**config.mk**
```make
export PLATFORM = sky130hd
export DESIGN_NAME = open_addressing_hash_map_flat
export DESIGN_NICKNAME = d
export VERILOG_FILES = /design/src/hdl/oah_pkg.sv /design/src/hdl/oah_req_if.sv /design/src/hdl/oah_rsp_if.sv /design/src/hdl/oah_datapath.sv /design/src/hdl/oah_controller.sv /design/src/hdl/open_addressing_hash_map.sv /design/src/flat_wrapper.sv
export VERILOG_INCLUDE_DIRS = /design/src /design/src/hdl
export SDC_FILE = /design/constraint.sdc
export NUM_CORES = 1
export LEC_CHECK = 0
export BUFFER_PORTS_ARGS = -buffer_cell sky130_fd_sc_hd__buf_2
export CAP_MARGIN = 30
export CORE_AREA = 2 2 299 597
export CTS_BUF_LIST = sky130_fd_sc_hd__clkbuf_4 sky130_fd_sc_hd__clkbuf_8 sky130_fd_sc_hd__clkbuf_16
export CTS_CLUSTER_DIAMETER = 40
export DETAILED_ROUTE_END_ITERATION = 10
export DIE_AREA = 0 0 301 599
export SYNTH_ARGS = -nofsm -noshare
export SYNTH_HDL_FRONTEND = slang
export SYNTH_SLANG_ARGS = --single-unit
```
**constraint.sdc**
```tcl
create_clock -name clk -period 9.1 [get_ports clk]
set_clock_uncertainty 0.1 [all_clocks]
set_input_delay 0.455 -clock clk [delete_from_list [all_inputs] [get_ports clk]]
set_output_delay 0.455 -clock clk [all_outputs]
set_load 0.02 [all_outputs]
```
**src/hdl/assert_macros.svh**
```systemverilog
// ----------------------------------------------------------------------------
// Assertion macros shared by the hash map RTL.
// Each macro expects a clock named clk and an active-high reset named rst.
// ----------------------------------------------------------------------------
`ifndef ASSERT_MACROS_SVH
`define ASSERT_MACROS_SVH

// The consequent must hold in the same cycle as the antecedent.
`define OAH_ASSERT_SAME(label, ante, cons, msg) \
  label: assert property (@(posedge clk) disable iff (rst) (ante) |-> (cons)) \
    else $error(msg);

// The consequent must hold in the cycle after the antecedent.
`define OAH_ASSERT_NEXT(label, ante, cons, msg) \
  label: assert property (@(posedge clk) disable iff (rst) (ante) |=> (cons)) \
    else $error(msg);

`endif

```
**src/hdl/oah_pkg.sv**
```systemverilog
// ----------------------------------------------------------------------------
// oah_pkg
// Field widths, operation and slot codes, and the command and status bundles
// that join the hash map controller and datapath.
// ----------------------------------------------------------------------------
`timescale 1ns / 1ps

package oah_pkg;

  localparam int OP_W    = 3;
  localparam int KEY_W   = 32;
  localparam int VALUE_W = 32;
  localparam int HASH_W  = 32;
  localparam int IDX_W   = 4;
  localparam int FOUND_W = 5;
  localparam int STATE_W = 2;
  localparam int TOTAL_W = 5;

  localparam logic [OP_W-1:0] OP_ADD   = 3'd0;
  localparam logic [OP_W-1:0] OP_FIND  = 3'd1;
  localparam logic [OP_W-1:0] OP_ERASE = 3'd2;
  localparam logic [OP_W-1:0] OP_CLEAR = 3'd3;
  localparam logic [OP_W-1:0] OP_READ  = 3'd4;

  localparam logic [STATE_W-1:0] ST_EMPTY   = 2'd0;
  localparam logic [STATE_W-1:0] ST_FILLED  = 2'd1;
  localparam logic [STATE_W-1:0] ST_REMOVED = 2'd2;

  // The hash reduction has this many steps: reciprocal product, quotient,
  // remainder.
  localparam int MOD_STEPS = 3;
  localparam int MOD_CNT_W = $clog2(MOD_STEPS);

  // Result selection codes.
  localparam int RES_W = 3;
  localparam logic [RES_W-1:0] RES_NONE  = 3'd0;
  localparam logic [RES_W-1:0] RES_FAIL  = 3'd1;
  localparam logic [RES_W-1:0] RES_OK    = 3'd2;
  localparam logic [RES_W-1:0] RES_FOUND = 3'd3;
  localparam logic [RES_W-1:0] RES_READ  = 3'd4;

  typedef struct packed {
    logic             capture;
    logic             mod_step;
    logic             probe_start;
    logic             probe;
    logic             wr_add;
    logic             wr_erase;
    logic             sweep_init;
    logic             sweep;
    logic [RES_W-1:0] res_sel;
    logic             load_out;
  } oah_cmd_t;

  typedef struct packed {
    logic [OP_W-1:0] op;
    logic            table_full;
    logic            mod_last;
    logic            sweep_last;
    logic            q_live;
    logic            exhausted;
    logic            q_filled;
    logic            q_empty;
    logic            key_eq;
    logic            idx_ok;
  } oah_sts_t;

endpackage

```
**src/hdl/oah_req_if.sv**
```systemverilog
// ----------------------------------------------------------------------------
// oah_req_if
// Request channel of the hash map: valid/ready handshake and one operation.
// ----------------------------------------------------------------------------
`timescale 1ns / 1ps

interface oah_req_if
  import oah_pkg::*;
();
  logic               valid;
  logic               ready;
  logic [OP_W-1:0]    operation;
  logic [KEY_W-1:0]   key;
  logic [VALUE_W-1:0] value;
  logic [HASH_W-1:0]  key_hash;
  logic [IDX_W-1:0]   slot_index;

  modport source (output valid, operation, key, value, key_hash, slot_index, input ready);
  modport sink   (input valid, operation, key, value, key_hash, slot_index, output ready);
endinterface

```
**src/hdl/oah_rsp_if.sv**
```systemverilog
// ----------------------------------------------------------------------------
// oah_rsp_if
// Response channel of the hash map: valid/ready handshake and one result.
// ----------------------------------------------------------------------------
`timescale 1ns / 1ps

interface oah_rsp_if
  import oah_pkg::*;
();
  logic               valid;
  logic               ready;
  logic               ok;
  logic [FOUND_W-1:0] found_slot;
  logic [KEY_W-1:0]   out_key;
  logic [VALUE_W-1:0] out_value;
  logic [STATE_W-1:0] slot_state;
  logic [TOTAL_W-1:0] entry_total;
  logic               is_empty;

  modport source (output valid, ok, found_slot, out_key, out_value, slot_state,
                  entry_total, is_empty, input ready);
  modport sink   (input valid, ok, found_slot, out_key, out_value, slot_state,
                  entry_total, is_empty, output ready);
endinterface

```
**src/hdl/oah_datapath.sv**
```systemverilog
// ----------------------------------------------------------------------------
// oah_datapath
// Slot tables, hash reduction, probe address walk, entry count and the
// result and output registers of the hash map.
// ----------------------------------------------------------------------------
`timescale 1ns / 1ps

module oah_datapath
  import oah_pkg::*;
#(
  parameter int TABLE_SLOTS = 16,
  parameter int KEY_BITS    = 32,
  parameter int VALUE_BITS  = 32
) (
  input  logic               clk,
  input  logic               rst,
  input  oah_cmd_t           cmd,
  output oah_sts_t           sts,
  input  logic [OP_W-1:0]    operation,
  input  logic [KEY_W-1:0]   key,
  input  logic [VALUE_W-1:0] value,
  input  logic [HASH_W-1:0]  key_hash,
  input  logic [IDX_W-1:0]   slot_index,
  output logic               ok,
  output logic [FOUND_W-1:0] found_slot,
  output logic [KEY_W-1:0]   out_key,
  output logic [VALUE_W-1:0] out_value,
  output logic [STATE_W-1:0] slot_state,
  output logic [TOTAL_W-1:0] entry_total,
  output logic               is_empty
);

  localparam int AW     = $clog2(TABLE_SLOTS);
  localparam int CW     = $clog2(TABLE_SLOTS + 1);
  localparam int PROD_W = 2 * HASH_W;
  localparam logic [AW:0]        SLOTS_W   = (AW + 1)'(TABLE_SLOTS);
  localparam logic [AW-1:0]      LAST_SLOT = AW'(TABLE_SLOTS - 1);
  localparam logic [CW-1:0]      FULL_CNT  = CW'(TABLE_SLOTS);
  localparam logic [FOUND_W-1:0] NOT_FOUND = FOUND_W'(TABLE_SLOTS);

  // Rounded reciprocal of the slot count for a HASH_W-bit dividend.
  localparam logic [HASH_W-1:0] RECIP =
    HASH_W'((64'd1 << HASH_W) * 64'((1 << AW) - TABLE_SLOTS) / 64'(TABLE_SLOTS) + 64'd1);

  // Steps of the hash reduction.
  localparam logic [MOD_CNT_W-1:0] STEP_MUL  = MOD_CNT_W'(0);
  localparam logic [MOD_CNT_W-1:0] STEP_QUOT = MOD_CNT_W'(1);

  // Slot tables.
  logic [STATE_W-1:0]    status_mem [TABLE_SLOTS];
  logic [KEY_BITS-1:0]   key_mem    [TABLE_SLOTS];
  logic [VALUE_BITS-1:0] value_mem  [TABLE_SLOTS];

  // Captured item.
  logic [OP_W-1:0]       op_r;
  logic [KEY_BITS-1:0]   key_r;
  logic [VALUE_BITS-1:0] val_r;
  logic [IDX_W-1:0]      idx_r;

  // Hash reduction.
  logic [HASH_W-1:0]    hash_r;
  logic [PROD_W-1:0]    recip_prod;
  logic [HASH_W-1:0]    prod_hi;
  logic [HASH_W-1:0]    quot;
  logic [HASH_W-1:0]    quot_next;
  logic [AW-1:0]        rem;
  logic [AW-1:0]        rem_next;
  logic [MOD_CNT_W-1:0] mod_cnt;

  // Probe walk and sweep.
  logic [AW-1:0] paddr;
  logic [AW:0]   issued;
  logic [AW-1:0] sweep_addr;
  logic [AW-1:0] slot_addr;
  logic [AW-1:0] rd_addr;

  // Registered read data.
  logic [STATE_W-1:0]    st_q;
  logic [KEY_BITS-1:0]   key_q;
  logic [VALUE_BITS-1:0] val_q;
  logic [AW-1:0]         q_addr;
  logic                  q_live;

  logic [CW-1:0] entry_count;

  // Status table write port.
  logic               st_we;
  logic [AW-1:0]      st_wa;
  logic [STATE_W-1:0] st_wd;

  // Staged result.
  logic               r_ok;
  logic [FOUND_W-1:0] r_found;
  logic [KEY_W-1:0]   r_key;
  logic [VALUE_W-1:0] r_val;
  logic [STATE_W-1:0] r_state;

  assign slot_addr = AW'(idx_r);
  assign rd_addr   = cmd.probe ? paddr : slot_addr;

  // Hash modulo slot count by reciprocal multiplication, one step per cycle:
  // high word of hash times reciprocal, then the quotient, then the remainder.
  // Only the low AW bits of the remainder are needed, so the last product is small.
  assign recip_prod = PROD_W'(hash_r) * PROD_W'(RECIP);
  assign quot_next  = (prod_hi + ((hash_r - prod_hi) >> 1)) >> (AW - 1);
  assign rem_next   = hash_r[AW-1:0] - AW'(quot[AW-1:0] * SLOTS_W);

  always_ff @(posedge clk) begin
    if (cmd.capture) begin
      op_r   <= operation;
      key_r  <= KEY_BITS'(key);
      val_r  <= VALUE_BITS'(value);
      idx_r  <= slot_index;
      hash_r <= key_hash;
    end else if (cmd.mod_step) begin
      unique case (mod_cnt)
        STEP_MUL: begin
          prod_hi <= recip_prod[PROD_W-1:HASH_W];
        end
        STEP_QUOT: begin
          quot <= quot_next;
        end
        default: begin
          rem <= rem_next;
        end
      endcase
    end
  end

  always_ff @(posedge clk) begin
    if (rst) begin
      mod_cnt <= '0;
    end else if (cmd.capture) begin
      mod_cnt <= '0;
    end else if (cmd.mod_step) begin
      mod_cnt <= mod_cnt + 1'b1;
    end
  end

  always_ff @(posedge clk) begin
    if (rst) begin
      issued <= '0;
      paddr  <= '0;
      q_live <= 1'b0;
    end else begin
      q_live <= cmd.probe && (issued != SLOTS_W);
      if (cmd.probe_start) begin
        paddr  <= rem;
        issued <= '0;
      end else if (cmd.probe && (issued != SLOTS_W)) begin
        paddr  <= (paddr == LAST_SLOT) ? '0 : paddr + 1'b1;
        issued <= issued + 1'b1;
      end
    end
  end

  always_ff @(posedge clk) begin
    if (rst) begin
      sweep_addr  <= '0;
      entry_count <= '0;
    end else begin
      if (cmd.sweep_init) begin
        sweep_addr <= '0;
      end else if (cmd.sweep) begin
        sweep_addr <= (sweep_addr == LAST_SLOT) ? '0 : sweep_addr + 1'b1;
      end
      if (cmd.sweep_init) begin
        entry_count <= '0;
      end else if (cmd.wr_add) begin
        entry_count <= entry_count + 1'b1;
      end else if (cmd.wr_erase) begin
        entry_count <= entry_count - 1'b1;
      end
    end
  end

  always_comb begin
    st_we = cmd.sweep || cmd.wr_add || cmd.wr_erase;
    priority if (cmd.sweep) begin
      st_wa = sweep_addr;
      st_wd = ST_EMPTY;
    end else if (cmd.wr_add) begin
      st_wa = q_addr;
      st_wd = ST_FILLED;
    end else begin
      st_wa = slot_addr;
      st_wd = ST_REMOVED;
    end
  end

  always_ff @(posedge clk) begin
    if (st_we) begin
      status_mem[st_wa] <= st_wd;
    end
    if (cmd.wr_add) begin
      key_mem[q_addr]   <= key_r;
      value_mem[q_addr] <= val_r;
    end
  end

  always_ff @(posedge clk) begin
    st_q   <= status_mem[rd_addr];
    key_q  <= key_mem[rd_addr];
    val_q  <= value_mem[rd_addr];
    q_addr <= rd_addr;
  end

  always_ff @(posedge clk) begin
    unique case (cmd.res_sel)
      RES_FAIL: begin
        r_ok    <= 1'b0;
        r_found <= NOT_FOUND;
        r_key   <= '0;
        r_val   <= '0;
        r_state <= ST_EMPTY;
      end
      RES_OK: begin
        r_ok    <= 1'b1;
        r_found <= NOT_FOUND;
        r_key   <= '0;
        r_val   <= '0;
        r_state <= ST_EMPTY;
      end
      RES_FOUND: begin
        r_ok    <= 1'b1;
        r_found <= FOUND_W'(q_addr);
        r_key   <= KEY_W'(key_q);
        r_val   <= VALUE_W'(val_q);
        r_state <= ST_EMPTY;
      end
      RES_READ: begin
        r_ok    <= 1'b1;
        r_found <= NOT_FOUND;
        if (st_q == ST_EMPTY) begin
          r_key   <= '0;
          r_val   <= '0;
          r_state <= ST_EMPTY;
        end else begin
          r_key   <= KEY_W'(key_q);
          r_val   <= VALUE_W'(val_q);
          r_state <= st_q;
        end
      end
      default: begin
      end
    endcase
  end

  always_ff @(posedge clk) begin
    if (cmd.load_out) begin
      ok          <= r_ok;
      found_slot  <= r_found;
      out_key     <= r_key;
      out_value   <= r_val;
      slot_state  <= r_state;
      entry_total <= TOTAL_W'(entry_count);
      is_empty    <= (entry_count == '0);
    end
  end

  always_comb begin
    sts.op         = op_r;
    sts.table_full = (entry_count >= FULL_CNT);
    sts.mod_last   = (mod_cnt == MOD_CNT_W'(MOD_STEPS - 1));
    sts.sweep_last = (sweep_addr == LAST_SLOT);
    sts.q_live     = q_live;
    sts.exhausted  = (issued == SLOTS_W);
    sts.q_filled   = (st_q == ST_FILLED);
    sts.q_empty    = (st_q == ST_EMPTY);
    sts.key_eq     = (key_q == key_r);
    sts.idx_ok     = ({{(32 - IDX_W){1'b0}}, idx_r} < 32'(TABLE_SLOTS));
  end

endmodule

```
**src/hdl/oah_controller.sv**
```systemverilog
// ----------------------------------------------------------------------------
// oah_controller
// Sequencer of the hash map: accepts one operation, steps the datapath
// through hashing, probing, slot access or a table sweep, and hands the result out.
// ----------------------------------------------------------------------------
`timescale 1ns / 1ps

module oah_controller
  import oah_pkg::*;
(
  input  logic            clk,
  input  logic            rst,
  input  logic            in_valid,
  input  logic [OP_W-1:0] in_op,
  output logic            in_ready,
  output logic            out_valid,
  input  logic            out_ready,
  input  oah_sts_t        sts,
  output oah_cmd_t        cmd
);

  localparam logic [2:0] S_INIT      = 3'd0;
  localparam logic [2:0] S_IDLE      = 3'd1;
  localparam logic [2:0] S_CLEAR     = 3'd2;
  localparam logic [2:0] S_MOD       = 3'd3;
  localparam logic [2:0] S_PSTART    = 3'd4;
  localparam logic [2:0] S_PROBE     = 3'd5;
  localparam logic [2:0] S_SLOT      = 3'd6;
  localparam logic [2:0] S_DONE      = 3'd7;

  logic [2:0] state;
  logic [2:0] state_next;
  logic       slot_eval;
  logic       slot_eval_next;

  always_comb begin
    cmd            = '0;
    state_next     = state;
    slot_eval_next = 1'b0;
    in_ready       = 1'b0;
    unique case (state)
      S_INIT: begin
        cmd.sweep = 1'b1;
        if (sts.sweep_last) begin
          state_next = S_IDLE;
        end
      end
      S_IDLE: begin
        in_ready = 1'b1;
        if (in_valid) begin
          cmd.capture = 1'b1;
          unique case (in_op)
            OP_ADD: begin
              if (sts.table_full) begin
                cmd.res_sel = RES_FAIL;
                state_next  = S_DONE;
              end else begin
                state_next = S_MOD;
              end
            end
            OP_FIND: begin
              state_next = S_MOD;
            end
            OP_ERASE, OP_READ: begin
              state_next = S_SLOT;
            end
            OP_CLEAR: begin
              cmd.sweep_init = 1'b1;
              cmd.res_sel    = RES_OK;
              state_next     = S_CLEAR;
            end
            default: begin
              cmd.res_sel = RES_FAIL;
              state_next  = S_DONE;
            end
          endcase
        end
      end
      S_CLEAR: begin
        cmd.sweep = 1'b1;
        if (sts.sweep_last) begin
          state_next = S_DONE;
        end
      end
      S_MOD: begin
        cmd.mod_step = 1'b1;
        if (sts.mod_last) begin
          state_next = S_PSTART;
        end
      end
      S_PSTART: begin
        cmd.probe_start = 1'b1;
        state_next      = S_PROBE;
      end
      S_PROBE: begin
        cmd.probe = 1'b1;
        if (sts.q_live) begin
          if (sts.op == OP_ADD) begin
            if (!sts.q_filled) begin
              cmd.wr_add  = 1'b1;
              cmd.res_sel = RES_OK;
              state_next  = S_DONE;
            end else if (sts.key_eq) begin
              cmd.res_sel = RES_FAIL;
              state_next  = S_DONE;
            end
          end else begin
            if (sts.q_filled && sts.key_eq) begin
              cmd.res_sel = RES_FOUND;
              state_next  = S_DONE;
            end else if (sts.q_empty) begin
              cmd.res_sel = RES_FAIL;
              state_next  = S_DONE;
            end
          end
        end else if (sts.exhausted) begin
          cmd.res_sel = RES_FAIL;
          state_next  = S_DONE;
        end
      end
      S_SLOT: begin
        // The addressed slot is read into the read registers first, then this state acts on the registered data.
        if (!slot_eval) begin
          slot_eval_next = 1'b1;
        end else begin
          state_next = S_DONE;
          if (sts.op == OP_ERASE) begin
            if (sts.idx_ok && sts.q_filled) begin
              cmd.wr_erase = 1'b1;
              cmd.res_sel  = RES_OK;
            end else begin
              cmd.res_sel = RES_FAIL;
            end
          end else begin
            cmd.res_sel = sts.idx_ok ? RES_READ : RES_FAIL;
          end
        end
      end
      S_DONE: begin
        if (!out_valid || out_ready) begin
          cmd.load_out = 1'b1;
          state_next   = S_IDLE;
        end
      end
      default: begin
        state_next = S_INIT;
      end
    endcase
  end

  always_ff @(posedge clk) begin
    if (rst) begin
      state     <= S_INIT;
      slot_eval <= 1'b0;
      out_valid <= 1'b0;
    end else begin
      state     <= state_next;
      slot_eval <= slot_eval_next;
      if (cmd.load_out) begin
        out_valid <= 1'b1;
      end else if (out_ready) begin
        out_valid <= 1'b0;
      end
    end
  end

endmodule

```
**src/hdl/open_addressing_hash_map.sv**
```systemverilog
// Add and find run the hash reduction, a probe start, then one slot-table read per probe.
// Erase and read slot read the addressed slot and then act on it, clear sweeps the table,
// and a refused add or an unknown code goes straight to the result.
// One operation is in flight: the next transfer is taken the cycle after the result is
// loaded into the output register.
// After reset the status table is swept with ready low.
// ----------------------------------------------------------------------------
// open_addressing_hash_map
// Key/value map over a fixed slot table with linear probing and removed-slot
// markers. A controller sequences a datapath that holds the tables.
// ----------------------------------------------------------------------------
`timescale 1ns / 1ps
`include "assert_macros.svh"

module open_addressing_hash_map
  import oah_pkg::*;
#(
  parameter int TABLE_SLOTS = 16,
  parameter int KEY_BITS    = 32,
  parameter int VALUE_BITS  = 32
) (
  input logic        clk,
  input logic        rst,
  oah_req_if.sink    req,
  oah_rsp_if.source  rsp
);

  // Command and status bundles between the sequencer and the datapath.
  oah_cmd_t cmd;
  oah_sts_t sts;

  // The controller owns the handshakes. A request transfer is taken only in
  // its idle state; the result sits in an output register so the controller
  // can return to idle while the consumer still stalls.
  oah_controller u_ctrl (
    .clk       (clk),
    .rst       (rst),
    .in_valid  (req.valid),
    .in_op     (req.operation),
    .in_ready  (req.ready),
    .out_valid (rsp.valid),
    .out_ready (rsp.ready),
    .sts       (sts),
    .cmd       (cmd)
  );

  // The datapath holds the status, key and value tables (one read port with
  // registered data, one write port each), the hash remainder unit, the probe
  // walk and the entry count.
  oah_datapath #(
    .TABLE_SLOTS (TABLE_SLOTS),
    .KEY_BITS    (KEY_BITS),
    .VALUE_BITS  (VALUE_BITS)
  ) u_dp (
    .clk         (clk),
    .rst         (rst),
    .cmd         (cmd),
    .sts         (sts),
    .operation   (req.operation),
    .key         (req.key),
    .value       (req.value),
    .key_hash    (req.key_hash),
    .slot_index  (req.slot_index),
    .ok          (rsp.ok),
    .found_slot  (rsp.found_slot),
    .out_key     (rsp.out_key),
    .out_value   (rsp.out_value),
    .slot_state  (rsp.slot_state),
    .entry_total (rsp.entry_total),
    .is_empty    (rsp.is_empty)
  );

  // An add only writes while there is room for one more entry.
  `OAH_ASSERT_SAME(a_add_has_room, cmd.wr_add, !sts.table_full, "add wrote into a full table")
  // An erase only hits an in-range slot that was read back as filled.
  `OAH_ASSERT_SAME(a_erase_filled, cmd.wr_erase, sts.idx_ok && sts.q_filled, "bad erase")
  // No request transfer is taken while the status table is being swept.
  `OAH_ASSERT_SAME(a_no_accept_in_sweep, cmd.sweep, !req.ready, "request taken during sweep")
  // Loading the output register always presents a result.
  `OAH_ASSERT_NEXT(a_load_shows_result, cmd.load_out, rsp.valid, "loaded result not presented")

endmodule

```
**src/flat_wrapper.sv**
```systemverilog
// flat-port wrapper written by rule: the top's interface ports become plain ports
module open_addressing_hash_map_flat import oah_pkg::*;
#(
  parameter int TABLE_SLOTS = 16,
  parameter int KEY_BITS    = 32,
  parameter int VALUE_BITS  = 32
)
  (clk, rst, req_valid, req_operation, req_key, req_value, req_key_hash, req_slot_index, req_ready, rsp_valid, rsp_ok, rsp_found_slot, rsp_out_key, rsp_out_value, rsp_slot_state, rsp_entry_total, rsp_is_empty, rsp_ready);
  oah_req_if req_i ();
  oah_rsp_if rsp_i ();
  input logic clk;
  input logic rst;
  input wire logic [$bits(req_i.valid)-1:0] req_valid;
  input wire logic [$bits(req_i.operation)-1:0] req_operation;
  input wire logic [$bits(req_i.key)-1:0] req_key;
  input wire logic [$bits(req_i.value)-1:0] req_value;
  input wire logic [$bits(req_i.key_hash)-1:0] req_key_hash;
  input wire logic [$bits(req_i.slot_index)-1:0] req_slot_index;
  output wire logic [$bits(req_i.ready)-1:0] req_ready;
  output wire logic [$bits(rsp_i.valid)-1:0] rsp_valid;
  output wire logic [$bits(rsp_i.ok)-1:0] rsp_ok;
  output wire logic [$bits(rsp_i.found_slot)-1:0] rsp_found_slot;
  output wire logic [$bits(rsp_i.out_key)-1:0] rsp_out_key;
  output wire logic [$bits(rsp_i.out_value)-1:0] rsp_out_value;
  output wire logic [$bits(rsp_i.slot_state)-1:0] rsp_slot_state;
  output wire logic [$bits(rsp_i.entry_total)-1:0] rsp_entry_total;
  output wire logic [$bits(rsp_i.is_empty)-1:0] rsp_is_empty;
  input wire logic [$bits(rsp_i.ready)-1:0] rsp_ready;
  assign req_i.valid = req_valid;
  assign req_i.operation = req_operation;
  assign req_i.key = req_key;
  assign req_i.value = req_value;
  assign req_i.key_hash = req_key_hash;
  assign req_i.slot_index = req_slot_index;
  assign req_ready = req_i.ready;
  assign rsp_valid = rsp_i.valid;
  assign rsp_ok = rsp_i.ok;
  assign rsp_found_slot = rsp_i.found_slot;
  assign rsp_out_key = rsp_i.out_key;
  assign rsp_out_value = rsp_i.out_value;
  assign rsp_slot_state = rsp_i.slot_state;
  assign rsp_entry_total = rsp_i.entry_total;
  assign rsp_is_empty = rsp_i.is_empty;
  assign rsp_i.ready = rsp_ready;
  open_addressing_hash_map #(.TABLE_SLOTS(TABLE_SLOTS), .KEY_BITS(KEY_BITS), .VALUE_BITS(VALUE_BITS)) u_core (.clk(clk), .rst(rst), .req(req_i), .rsp(rsp_i));
endmodule
```
==> flow_metrics.py <==
metrics = {
    "timing": {
        "tightest_slew_ps": 1020,
        "layout_setup_ws_ps": 4010,
        "setup_violations": 0,
        "slew_violations": 0,
        "post-route-period-util": 0.560,
        "rsz0062_at_grt": "false",
        "tns_ps": 0,
        "timing.final.crit_period_ps": 5090,
        "slew_headroom": 0.321,
        "max_freq_mhz": 196,
        "final_hold_viol_count": 0,
    },
    "worst_setup_path": {
        "cp.arrival_ps": 5330,
        "path_class": "flop to flop",
        "cp_max_fo": 43,
        "required_ps": 9340,
        "crit_path_start_kind": "flop",
        "end_kind": "flop",
    },
    "cts": {
        "clock_path_buffers": 3,
        "clkTransAtPathRegs_ps": 70,
        "cts_buffers": 116,
        "insertion_delay_ps": 740,
        "ctsResizeCount": 0,
        "cts.htree.levels": 3,
        "tritoncts": "built",
        "post-cts-setup-buffers": 0,
        "clock-sinks": 1381,
        "cts_root_buffer": "clkbuf_16",
        "cts_hold_buf": 77,
    },
    "floorplan": {
        "ios": 187,
        "std_cell_rows": 218,
        "die_w_um": 301,
        "coreArea_mm2": 0.176,
        "die_area_mm2": 0.180,
        "die_h_um": 599,
        "start_util": 0.298,
    },
    "place": {
        "place.detailed.hpwl_mm": 68.2,
        "place_ws_ps": 3990,
        "gp_congestion": 0.735,
        "port_buffers": 158,
    },
    "status": {
        "outcome": "complete, no violations",
    },
    "pwr": {
        "ir_drop_mv": 0.165,
        "power_density_mw_per_mm2": 243,
        "finalPower_uw": 14800,
        "p_leak_uw": 0.0206,
    },
    "yosys": {
        "synth-async-reset-ratio": 0,
        "ys_types": 62,
        "seq_area_frac_synth": 0.772,
        "yosys_warnings": 0,
        "netlist.area_leader.share": 0.736,
        "syn_avg_cell_area_um2": 13.7,
        "synth_most_common_cell": "edfxtp_1",
        "synth-edff-count": 1285,
        "synthesis.nets": 3956,
        "synth_seq_cells": 1381,
        "synth_top_cell_by_area": "edfxtp_1",
        "yosys-top-cells-area": "edfxtp_1 74%, nand2_1 7.8%, nand3_1 5.1%",
        "synthTopCellsByCount": "1,285 x edfxtp_1, 1,083 x nand2_1, 539 x nand3_1, 141 x clkbuf_1, 135 x a311oi_1",
        "ys.flop_type": "edfxtp_1",
        "synthCells": 3834,
        "syn_area_mm2": 0.0524,
    },
    "min_path": {
        "min_path_type": "primary input to flop",
    },
    "global_routing": {
        "antenna_found_initial": 7,
        "grt_pass1_wl_mm": 197,
        "grt_usage": 0.145,
        "grt_max_degree": 179,
        "grt_pass1_vias": 30700,
        "overflow": 0,
    },
    "drt": {
        "via_count": 31400,
        "antenna_left": 0,
        "drc": 0,
        "viasPerCell": 4.88,
        "wl_mm": 134,
        "routedWlPerCell_um": 20.9,
        "dr.pass1.iters": 5,
        "drtIter0Drc": 2685,
    },
    "finish": {
        "drive_gt1_frac": 0.113,
        "syn2layout_area_growth_pct": 16.0,
        "layout.nets": 4134,
        "fillers": 16800,
    },
    "job": {
        "drv_cap": 0,
    },
}
-- where the power goes --
group / total [uW] / leakage (uW) / internal [uW] / switching [uW]
Combinational: 1950 / 0.00624 / 603 / 1350
Clock: 5240 / 0.00203 / 2890 / 2350
Sequential: 7620 / 0.0124 / 7320 / 297
Total: 14800 / 0.0206 / 10800 / 3990
-- cell families (layout without fill, tap and decap cells) --
family | count (synthesis) | after routing | synth area share
AOI/OAI and AO/OA | 252 | 252 | 0.0372
xor gates and xnor gates | 43 | 43 | 0.00718
adders and majority gates | 15 | 15 | 0.00372
buffers and inverters | 250 | 531 | 0.0198
DFF | 1381 | 1381 | 0.772
muxes | 8 | 8 | 0.00200
other | 0 | 4 | 0
and+or+nand+nor | 1885 | 1885 | 0.158
-- final cells by class --
class | count | area [um2] | share of cell area
timing repair buffer | 292 | 2180 | 0.0359
multi-input combinational | 2203 | 11100 | 0.182
antenna | 4 | 10.0 | 0.000165
inverter | 18 | 86.3 | 0.00142
tap | 2310 | 2890 | 0.0475
clock buffer | 160 | 3310 | 0.0543
sequential | 1381 | 40500 | 0.666
clock inverter | 61 | 785 | 0.0129
-- worst paths after layout --
check,from,cells past startpoint,endpoint,slack [ps]
hold reg to reg,u_core.u_dp.r_key[20],0,u_core.u_dp.out_key[20],320
hold / removal,req_valid,6,u_core.u_ctrl.state[2],300
setup / recovery,u_core.u_ctrl.state[2],6,u_core.u_dp.key_mem[13][27],4010
setup reg to reg,u_core.u_ctrl.state[2],6,u_core.u_dp.key_mem[13][27],4010
-- flip-flops by register name, summed over array words and instances (netlist names), 3 cells and up --
register                 count
u_core.u_dp.op_r             3
u_core.u_dp.r_val           32
u_core.u_dp.key_r           32
u_core.u_dp.entry_total      5
u_core.u_ctrl.state          3
u_core.u_dp.rem              4
u_core.u_dp.paddr            4
u_core.u_dp.idx_r            4
u_core.u_dp.found_slot       5
u_core.u_dp.hash_r           4
u_core.u_dp.issued           5
u_core.u_dp.key_mem        512
u_core.u_dp.val_r           32
u_core.u_dp.out_value       32
u_core.u_dp.entry_count      5
u_core.u_dp.r_found          5
u_core.u_dp.q_addr           4
u_core.u_dp.key_q           32
u_core.u_dp.sweep_addr       4
u_core.u_dp.out_key         32
u_core.u_dp.val_q           32
u_core.u_dp.value_mem      512
u_core.u_dp.r_key           32
u_core.u_dp.status_mem      32
-- stage by stage --
step	cell area, um2	instances	hold slack [ps]	util
after floorplan	52400	3834	300	-
after global placement	55900	6122	304	0.318
after detailed placement	55900	6126	305	0.318
after CTS	60800	6424	233	0.346
after global routing	60800	6426	303	0.346
final	60800	6429	296	0.346
-- metal layers --
layer	track usage	vias to the layer above	wire length (um)
met5	0	-	30
met4	0.0523	4	4120
met3	0.0153	206	6540
met2	0.261	963	69400
met1	0.179	15800	54200
li1	-	14400	-
-- cell usage in the layout, fill, tap and decap left out, drive strengths merged, types with 5 or more instances in the layout --
master / n
nor2: 67
and2: 69
buf: 215
inv: 31
clkinv: 32
bufinv: 10
clkinvlp: 6
dfxtp: 96
ha: 14
edfxtp: 1285
a31oi: 69
nand2b: 7
clkbuf: 160
a211oi: 5
a311oi: 135
nand2: 1085
mux2i: 8
and3: 67
nor2b: 9
nand3: 539
xor2: 14
o21ai: 8
xnor2: 29
nand4: 9
a21oi: 12
nor3: 10
dlygate4sd3: 77
-- worst max-delay path: stages, from the launching register on --
cell and delay, ps:
dfxtp_1 820, and2_1 380, nand4_1 620, inv_2 600
nand3_1 370, nor2_4 850, buf_4 880
(Power assumes the default switching activity.)
